$ cat src/sv/sdhs_pkg.sv
// ---------------------------------------------------------------------------
// SCAN disk head scheduler package
// Field widths and the command and status bundles between the controller
// and the datapath.
// ---------------------------------------------------------------------------
package sdhs_pkg;

  localparam int TRACK_W = 16;
  localparam int SEEK_W  = 17;

  // Commands from the controller to the datapath.
  typedef struct packed {
    logic load;        // store one request
    logic start;       // begin a batch: reload head, clear seek and served marks
    logic pass_start;  // begin one search pass over the store
    logic scan;        // search pass in progress
    logic latch;       // search finished: register the result
    logic finish;      // final result transferred: empty the store
  } dp_cmd_t;

  // Status from the datapath to the controller.
  typedef struct packed {
    logic scan_done;
    logic out_last;
  } dp_stat_t;

endpackage

$ cat src/sv/sdhs_datapath.sv
// ---------------------------------------------------------------------------
// SCAN scheduler datapath
// Request store, one-entry-per-cycle search for the next track in the sweep,
// seek accumulation and the result register.
// ---------------------------------------------------------------------------
module sdhs_datapath import sdhs_pkg::*; #(
  parameter int MAX_REQUESTS = 16
) (
  input  logic               clk,
  input  logic               rst,
  input  dp_cmd_t            cmd,
  output dp_stat_t           stat,
  input  logic               cfg_we,
  input  logic [TRACK_W-1:0] cfg_wdata,
  input  logic [TRACK_W-1:0] request_track,
  output logic [TRACK_W-1:0] served_track,
  output logic [SEEK_W-1:0]  seek_total,
  output logic               last_served
);

  localparam int IDX_W = (MAX_REQUESTS > 1) ? $clog2(MAX_REQUESTS) : 1;
  localparam int CNT_W = $clog2(MAX_REQUESTS + 1);
  localparam logic [CNT_W-1:0] CNT_MAX = CNT_W'(MAX_REQUESTS);
  localparam logic [CNT_W-1:0] CNT_ONE = CNT_W'(1);

  logic [TRACK_W-1:0]      mem [MAX_REQUESTS];
  logic [CNT_W-1:0]        count;
  logic [CNT_W-1:0]        scan_cnt;
  logic                    rd_valid;
  logic [IDX_W-1:0]        rd_idx;
  logic [TRACK_W-1:0]      rd_data;
  logic [MAX_REQUESTS-1:0] served;
  logic                    phase_hi;
  logic [TRACK_W-1:0]      best_val;
  logic [IDX_W-1:0]        best_idx;
  logic                    best_found;
  logic [CNT_W-1:0]        hi_cnt;
  logic [TRACK_W-1:0]      start_head;
  logic [TRACK_W-1:0]      head;
  logic [SEEK_W-1:0]       seek;

  logic                    issue;
  logic                    is_lo;
  logic                    is_hi;
  logic                    live;
  logic                    take;
  logic [TRACK_W-1:0]      out_track;
  logic [TRACK_W-1:0]      seek_step;
  logic [SEEK_W-1:0]       seek_next;

  assign issue = cmd.scan && (scan_cnt < count);

  // Store: one write port for loading, one registered read port for searching.
  always_ff @(posedge clk) begin
    if (cmd.load && (count < CNT_MAX)) begin
      mem[count[IDX_W-1:0]] <= request_track;
    end
    if (issue) begin
      rd_data <= mem[scan_cnt[IDX_W-1:0]];
    end
    rd_idx <= scan_cnt[IDX_W-1:0];
  end

  always_ff @(posedge clk) begin
    if (rst) begin
      count    <= '0;
      scan_cnt <= '0;
      rd_valid <= 1'b0;
    end else begin
      if (cmd.finish) begin
        count <= '0;
      end else if (cmd.load && (count < CNT_MAX)) begin
        count <= count + CNT_ONE;
      end
      if (cmd.pass_start) begin
        scan_cnt <= '0;
      end else if (issue) begin
        scan_cnt <= scan_cnt + CNT_ONE;
      end
      rd_valid <= issue;
    end
  end

  // Entries already served or equal to the start head never qualify.
  assign is_lo = rd_data < start_head;
  assign is_hi = rd_data > start_head;
  assign live  = rd_valid && !served[rd_idx];
  assign take  = live && (phase_hi ? (is_hi && (!best_found || (rd_data < best_val)))
                                   : (is_lo && (!best_found || (rd_data > best_val))));

  always_ff @(posedge clk) begin
    if (cmd.pass_start) begin
      best_found <= 1'b0;
      hi_cnt     <= '0;
    end else begin
      if (take) begin
        best_val   <= rd_data;
        best_idx   <= rd_idx;
        best_found <= 1'b1;
      end
      if (live && is_hi) begin
        hi_cnt <= hi_cnt + CNT_ONE;
      end
    end
  end

  // When the downward search finds nothing, the sweep ends at track 0.
  assign out_track = best_found ? best_val : '0;
  assign seek_step = (out_track > head) ? (out_track - head) : (head - out_track);
  assign seek_next = seek + {1'b0, seek_step};

  always_ff @(posedge clk) begin
    if (rst) begin
      start_head <= '0;
      head       <= '0;
      seek       <= '0;
      phase_hi   <= 1'b0;
      served     <= '0;
    end else begin
      if (cfg_we) begin
        start_head <= cfg_wdata;
        head       <= cfg_wdata;
      end else if (cmd.start) begin
        head     <= start_head;
        seek     <= '0;
        phase_hi <= 1'b0;
        served   <= '0;
      end else if (cmd.latch) begin
        head <= out_track;
        seek <= seek_next;
        if (best_found) begin
          served[best_idx] <= 1'b1;
        end
        if (!phase_hi && !best_found) begin
          phase_hi <= 1'b1;
        end
      end
    end
  end

  always_ff @(posedge clk) begin
    if (cmd.latch) begin
      served_track <= out_track;
      seek_total   <= seek_next;
      last_served  <= phase_hi ? (hi_cnt == CNT_ONE) : (!best_found && (hi_cnt == '0));
    end
  end

  assign stat.scan_done = (scan_cnt == count) && !rd_valid;
  assign stat.out_last  = last_served;

endmodule

$ cat src/sv/sdhs_ctrl.sv
// ---------------------------------------------------------------------------
// SCAN scheduler controller
// Sequences loading, one search pass per result, and result transfer.
// ---------------------------------------------------------------------------
module sdhs_ctrl import sdhs_pkg::*; (
  input  logic     clk,
  input  logic     rst,
  input  logic     in_valid,
  output logic     in_ready,
  input  logic     last_request,
  output logic     out_valid,
  input  logic     out_ready,
  output dp_cmd_t  cmd,
  input  dp_stat_t stat
);

  localparam logic [1:0] S_IDLE = 2'd0;
  localparam logic [1:0] S_SCAN = 2'd1;
  localparam logic [1:0] S_EMIT = 2'd2;

  logic [1:0] state;
  logic [1:0] state_next;
  logic       in_xfer;
  logic       out_xfer;

  assign in_ready  = (state == S_IDLE);
  assign out_valid = (state == S_EMIT);
  assign in_xfer   = in_valid && in_ready;
  assign out_xfer  = out_valid && out_ready;

  assign cmd.load       = in_xfer;
  assign cmd.start      = in_xfer && last_request;
  assign cmd.pass_start = cmd.start || (out_xfer && !stat.out_last);
  assign cmd.scan       = (state == S_SCAN);
  assign cmd.latch      = (state == S_SCAN) && stat.scan_done;
  assign cmd.finish     = out_xfer && stat.out_last;

  always_comb begin
    state_next = state;
    case (state)
      S_IDLE: begin
        if (cmd.start) begin
          state_next = S_SCAN;
        end
      end
      S_SCAN: begin
        if (stat.scan_done) begin
          state_next = S_EMIT;
        end
      end
      S_EMIT: begin
        if (out_xfer) begin
          state_next = stat.out_last ? S_IDLE : S_SCAN;
        end
      end
      default: begin
        state_next = S_IDLE;
      end
    endcase
  end

  always_ff @(posedge clk) begin
    if (rst) begin
      state <= S_IDLE;
    end else begin
      state <= state_next;
    end
  end

endmodule

$ cat src/sv/scan_disk_head_scheduler.sv
// ---------------------------------------------------------------------------
// SCAN disk head scheduler
// Collects a batch of track requests, then emits them in elevator order:
// downward from the start head, track 0, then upward, with running seek total.
// ---------------------------------------------------------------------------
//  Channel  Handshake              Payload
//  config   cfg_we                 cfg_wdata (start_head)
//  in       in_valid / in_ready    request_track, last_request
//  out      out_valid / out_ready  served_track, seek_total, last_served
//
// Requests load at one per cycle. After the marked request, each result needs
// a search pass (one store read per cycle over the N stored requests) and then
// its transfer; a batch gives up to N + 1 results. No request is taken while a
// batch is being emitted. Reset empties the store and sets the start head to 0.
// A stalled result holds its register.
// ---------------------------------------------------------------------------
module scan_disk_head_scheduler import sdhs_pkg::*; #(
  parameter int MAX_REQUESTS = 16
) (
  input  logic               clk,
  input  logic               rst,
  input  logic               cfg_we,
  input  logic [TRACK_W-1:0] cfg_wdata,
  input  logic               in_valid,
  output logic               in_ready,
  input  logic [TRACK_W-1:0] request_track,
  input  logic               last_request,
  output logic               out_valid,
  input  logic               out_ready,
  output logic [TRACK_W-1:0] served_track,
  output logic [SEEK_W-1:0]  seek_total,
  output logic               last_served
);

  dp_cmd_t  cmd;
  dp_stat_t stat;

  sdhs_ctrl u_ctrl (
    .clk          (clk),
    .rst          (rst),
    .in_valid     (in_valid),
    .in_ready     (in_ready),
    .last_request (last_request),
    .out_valid    (out_valid),
    .out_ready    (out_ready),
    .cmd          (cmd),
    .stat         (stat)
  );

  sdhs_datapath #(
    .MAX_REQUESTS (MAX_REQUESTS)
  ) u_dp (
    .clk           (clk),
    .rst           (rst),
    .cmd           (cmd),
    .stat          (stat),
    .cfg_we        (cfg_we),
    .cfg_wdata     (cfg_wdata),
    .request_track (request_track),
    .served_track  (served_track),
    .seek_total    (seek_total),
    .last_served   (last_served)
  );

endmodule

$ cat config.mk
export PLATFORM = sky130hd
export DESIGN_NAME = scan_disk_head_scheduler
export DESIGN_NICKNAME = d
export VERILOG_FILES = /design/src/sv/sdhs_pkg.sv /design/src/sv/sdhs_datapath.sv /design/src/sv/sdhs_ctrl.sv /design/src/sv/scan_disk_head_scheduler.sv
export SDC_FILE = /design/constraint.sdc
export NUM_CORES = 1
export LEC_CHECK = 0
export BUFFER_PORTS_ARGS = -buffer_cell sky130_fd_sc_hd__buf_2
export CORE_MARGIN = 2
export CORE_UTILIZATION = 60
export CTS_BUF_LIST = sky130_fd_sc_hd__clkbuf_8
export CTS_CLUSTER_SIZE = 16
export DETAILED_ROUTE_END_ITERATION = 10
export PLACE_DENSITY = 0.77
export RECOVER_POWER = 50
export SYNTH_ARGS = -nofsm -noshare
export SYNTH_HDL_FRONTEND = slang
export SYNTH_SLANG_ARGS = --single-unit
$ cat constraint.sdc
create_clock -name clk -period 9.2 [get_ports clk]
set_input_delay 0.46 -clock clk [delete_from_list [all_inputs] [get_ports clk]]
set_output_delay 0.46 -clock clk [all_outputs]
set_load 0.1 [all_outputs]
==> results.sh <==
export IMPL_yosysTopAreaCell="edfxtp_1"
export IMPL_yosys_most_used_dff="edfxtp_1"
export IMPL_track_usage_pct=25.2
export IMPL_p_clk_share_pct=32.8
export IMPL_stdcell_area_sq_mm=0.0208
export IMPL_end_kind="flop"
export IMPL_rsz0062_at_grt="false"
export IMPL_grt_pass1_wl_um=63600
export IMPL_postCtsSetupBuffers=0
export IMPL_fin_ws_ns=3.35
export IMPL_ys_ff_latch=415
export IMPL_ctsHoldBuffers=0
export IMPL_crit_family="compound AO/OA/AOI/OAI gates"
export IMPL_slew_violations=184
export IMPL_final_nets=1609
export IMPL_wl_um=40700
export IMPL_cp_max_fo=25
export IMPL_n_antenna_cell=0
export IMPL_antenna_found_initial=0
export IMPL_drive_above_1_share_pct=15.1
export IMPL_drt_iter0_markers=830
export IMPL_cts_tree="built"
export IMPL_area_growth_pct=10.3
export IMPL_grt_pass1_vias=11600
export IMPL_synth_top_area_share_pct=51.8
export IMPL_fp_row_count=64
export IMPL_p_int_w=0.00310
export IMPL_place_gp_congestion=0.928
export IMPL_cp_arrival_ns=6.36
export IMPL_crit_buf_inv=0
export IMPL_routed_via_count=11500
export IMPL_p_leak_nw=7.49
export IMPL_avgRoutedWirePerCell_um=21.2
export IMPL_path_clk_slew_ns=0.06
export IMPL_htree_levels=3
export IMPL_cts_sinks=415
export IMPL_post_dp_cell_area_sq_mm=0.0197
export IMPL_powerDensity_mw_per_mm2=210
export IMPL_drtPass1Iterations=5
export IMPL_slew_headroom_pct=-171
export IMPL_cts_root_buf="clkbuf_8"
export IMPL_slowest_delay_ns=0.86
export IMPL_status="finished with violations"
export IMPL_ir_drop_mv=0.171
export IMPL_drt_drc_violations_left=0
export IMPL_dieHeight_um=181
export IMPL_violations="max-capacitance violations, max-slew violations"
export IMPL_avgSynthCellArea_sq_um=13.8
export IMPL_setup_viol=0
export IMPL_synth_edf_count=326
export IMPL_start_kind="flop"
export IMPL_p_total_w=0.00437
export IMPL_syn_area_sq_mm=0.0189
export IMPL_core_region_area_sq_mm=0.0308
export IMPL_grt_max_degree=69
export IMPL_tightest_slew_ns=4.07
export IMPL_yosys_warnings=0
export IMPL_cpMaxStageDelayCell="dfxtp_1"
export IMPL_die_area_sq_mm=0.0329
export IMPL_crit_type="reg2reg"
export IMPL_p_seq_share_pct=48.9
export IMPL_synthTopCellsByArea="edfxtp_1 52%, mux4_2 9.9%, dfxtp_1 9.4%, ha_1 6.1%, a21oi_1 2.9%"
export IMPL_fin_crit_sh_pct=63.5
export IMPL_insertion_delay_ns=0.61
export IMPL_cp_common_cell="a21oi_1"
export IMPL_numCtsBuffers=69
export IMPL_netSwitchingFraction_pct=29.1
export IMPL_vias_per_cell=6.00
export IMPL_cp_cell_sequence="nand2_1, ha_1, nand4_4, or4_4, o22ai_4, mux2_2, fa_1, a211oi_1, o21bai_1, a41oi_1, a21oi_1, a21o_1, or4_1, a21oi_1"
export IMPL_ios=74
export IMPL_synth_cell_type_count=70
export IMPL_syn_inst=1369
export IMPL_combPwrFrac_pct=18.3
export IMPL_dpl_hpwl_um=26600
export IMPL_yosysSeqAreaShare_pct=61.2
export IMPL_start_util_pct=61.3
export IMPL_ant_nets=0
export IMPL_cts_resized_gates=0
export IMPL_portBuffers=73
export IMPL_fin_crit_ns=5.85
export IMPL_hp_class="in2reg"
export IMPL_clock_path_buffers=3
export IMPL_synth_nets=1502
export IMPL_maxCapViolCount=4
export IMPL_hold_viol=0
export IMPL_setup_tns_ns=0
export IMPL_p_sw_w=0.00127
export IMPL_timing_fmax_mhz=171
export IMPL_cp_required_ns=9.71
export IMPL_grt_overflow=0
export IMPL_ys_async_sr_fraction_pct=0
export IMPL_die_w_um=181
export IMPL_dp_slack_ns=3.40
export IMPL_finClkSkew_ns=0.0327
Yosys cell counts (4+ instances only):
master / n
a21oi_1: 111
o21a_1: 7
edfxtp_1: 326
nor2_1: 125
nand2b_1: 5
dfxtp_1: 89
o21ai_0: 29
buf_2: 10
nand4_1: 14
nand2_1: 82
a211oi_1: 13
xnor2_1: 23
o211ai_1: 4
o21bai_1: 8
inv_1: 87
or3_1: 4
and2_1: 6
a22oi_1: 9
mux2i_1: 27
ha_1: 92
a21o_1: 21
mux2_2: 4
buf_1: 7
mux4_2: 83
nand3_1: 20
nor3_1: 19
nor2b_1: 13
a31oi_1: 10
clkbuf_1: 42
xor2_1: 14
and3_1: 4
cell families (layout without fill, tap and decap cells):
kind of cell,count (synthesis),count (layout),share of synthesized area [%]
compound gates,244,244,8.11
xor+xnor,37,37,1.71
fa+ha+maj,95,95,6.41
buf+inv,151,309,3.17
flops,415,415,61.2
mux,115,115,11.7
simple gates,312,312,7.67
cell usage in the layout, fill, tap and decap left out, types with 5 or more instances in the layout:
master    synthesis  layout
nor2_1          125     124
edfxtp_1        326     326
clkbuf_1         42      59
inv_1            87     109
nand3_1          20      20
xor2_1           14      14
nand2b_1          5       5
ha_1             92      92
and2_1            6       5
clkinv_1          0      18
o21ai_0          29      29
o21bai_1          8       8
a21o_1           21      21
nand4_1          14      14
nor3_2            0       5
clkinv_2          0       6
buf_2            10      23
mux2i_1          27      27
nor3_1           19      14
o21a_1            7       7
dfxtp_1          89      88
nor2b_1          13      13
a31oi_1          10      10
a211oi_1         13      13
mux4_2           83      83
buf_4             3      18
nand2_1          82      82
a22oi_1           9       9
xnor2_1          23      23
a21oi_1         111     111
clkbuf_8          0      70
power by group through the flow:
stage	Sequential (W)	Combinational, W	Clock (W)
finish	0.00214	0.000798	0.00143
CTS	0.00213	0.000799	0.00147
floorplan	0.00225	0.000533	0
global route	0.00214	0.000869	0.00154
global placement	0.00217	0.000783	0
detailed placement	0.00217	0.000795	0
flip-flops by register name, summed over array words and instances, names as in the netlist, 5 cells and up:
signal             count
u_dp.best_val         16
u_dp.count             5
u_dp.head             16
u_dp.hi_cnt            5
u_dp.mem             256
u_dp.rd_data          16
u_dp.scan_cnt          5
u_dp.seek             17
u_dp.seek_total       17
u_dp.served           16
u_dp.served_track     16
u_dp.start_head       16
through the flow:
| stage | hold slack (ns) | utilization, % | cells |
|---|---|---|---|
| floorplan | 0.354 | - | 1369 |
| global placement | 0.434 | 64.0 | 1801 |
| detailed placement | 0.445 | 64.0 | 1801 |
| CTS | 0.103 | 67.9 | 1923 |
| global route | 0.127 | 67.6 | 1923 |
| finish | 0.131 | 67.6 | 1923 |
final timing paths:
| path | start | to | slack [ns] | depth (start not counted) |
|---|---|---|---|---|
| max | u_dp.best_found$_SDFFE_PP0P_ | u_dp.seek[12]$_SDFFE_PP0P_ | 3.35 | 14 |
| max reg2reg | u_dp.best_found$_SDFFE_PP0P_ | u_dp.seek[12]$_SDFFE_PP0P_ | 3.35 | 14 |
| min reg2reg | u_dp.rd_data[0]$_DFFE_PP_ | u_dp.best_val[0]$_DFFE_PP_ | 0.44 | 0 |
| min | cfg_wdata[9] | u_dp.start_head[9]$_SDFFE_PP0P_ | 0.13 | 3 |
layer usage:
| metal | part of all wire, % | vias up | GRT usage, % |
|---|---|---|---|
| met3 | 5.9 | 97 | 4.31 |
| met1 | 40 | 5660 | 31.7 |
| met2 | 51 | 417 | 43.6 |
| met5 | 0 | - | 0 |
| li1 | - | 5367 | - |
| met4 | 3.5 | 0 | 10.5 |
worst min-delay path, delay by kind of cell:
kind          cells  cell delay [ns]
buf+inv           1             0.09
mux               1             0.06
simple gates      1             0.07
final cells by class:
cell class,count,area [sq um]
sequential,415,11600
fill,2146,9980
multi-input combinational,803,6780
clock buffer,70,963
tap,396,495
timing repair buffer,100,472
inverter,87,327
clock inverter,52,240
Note: power is estimated with default switching activity, not from simulation.
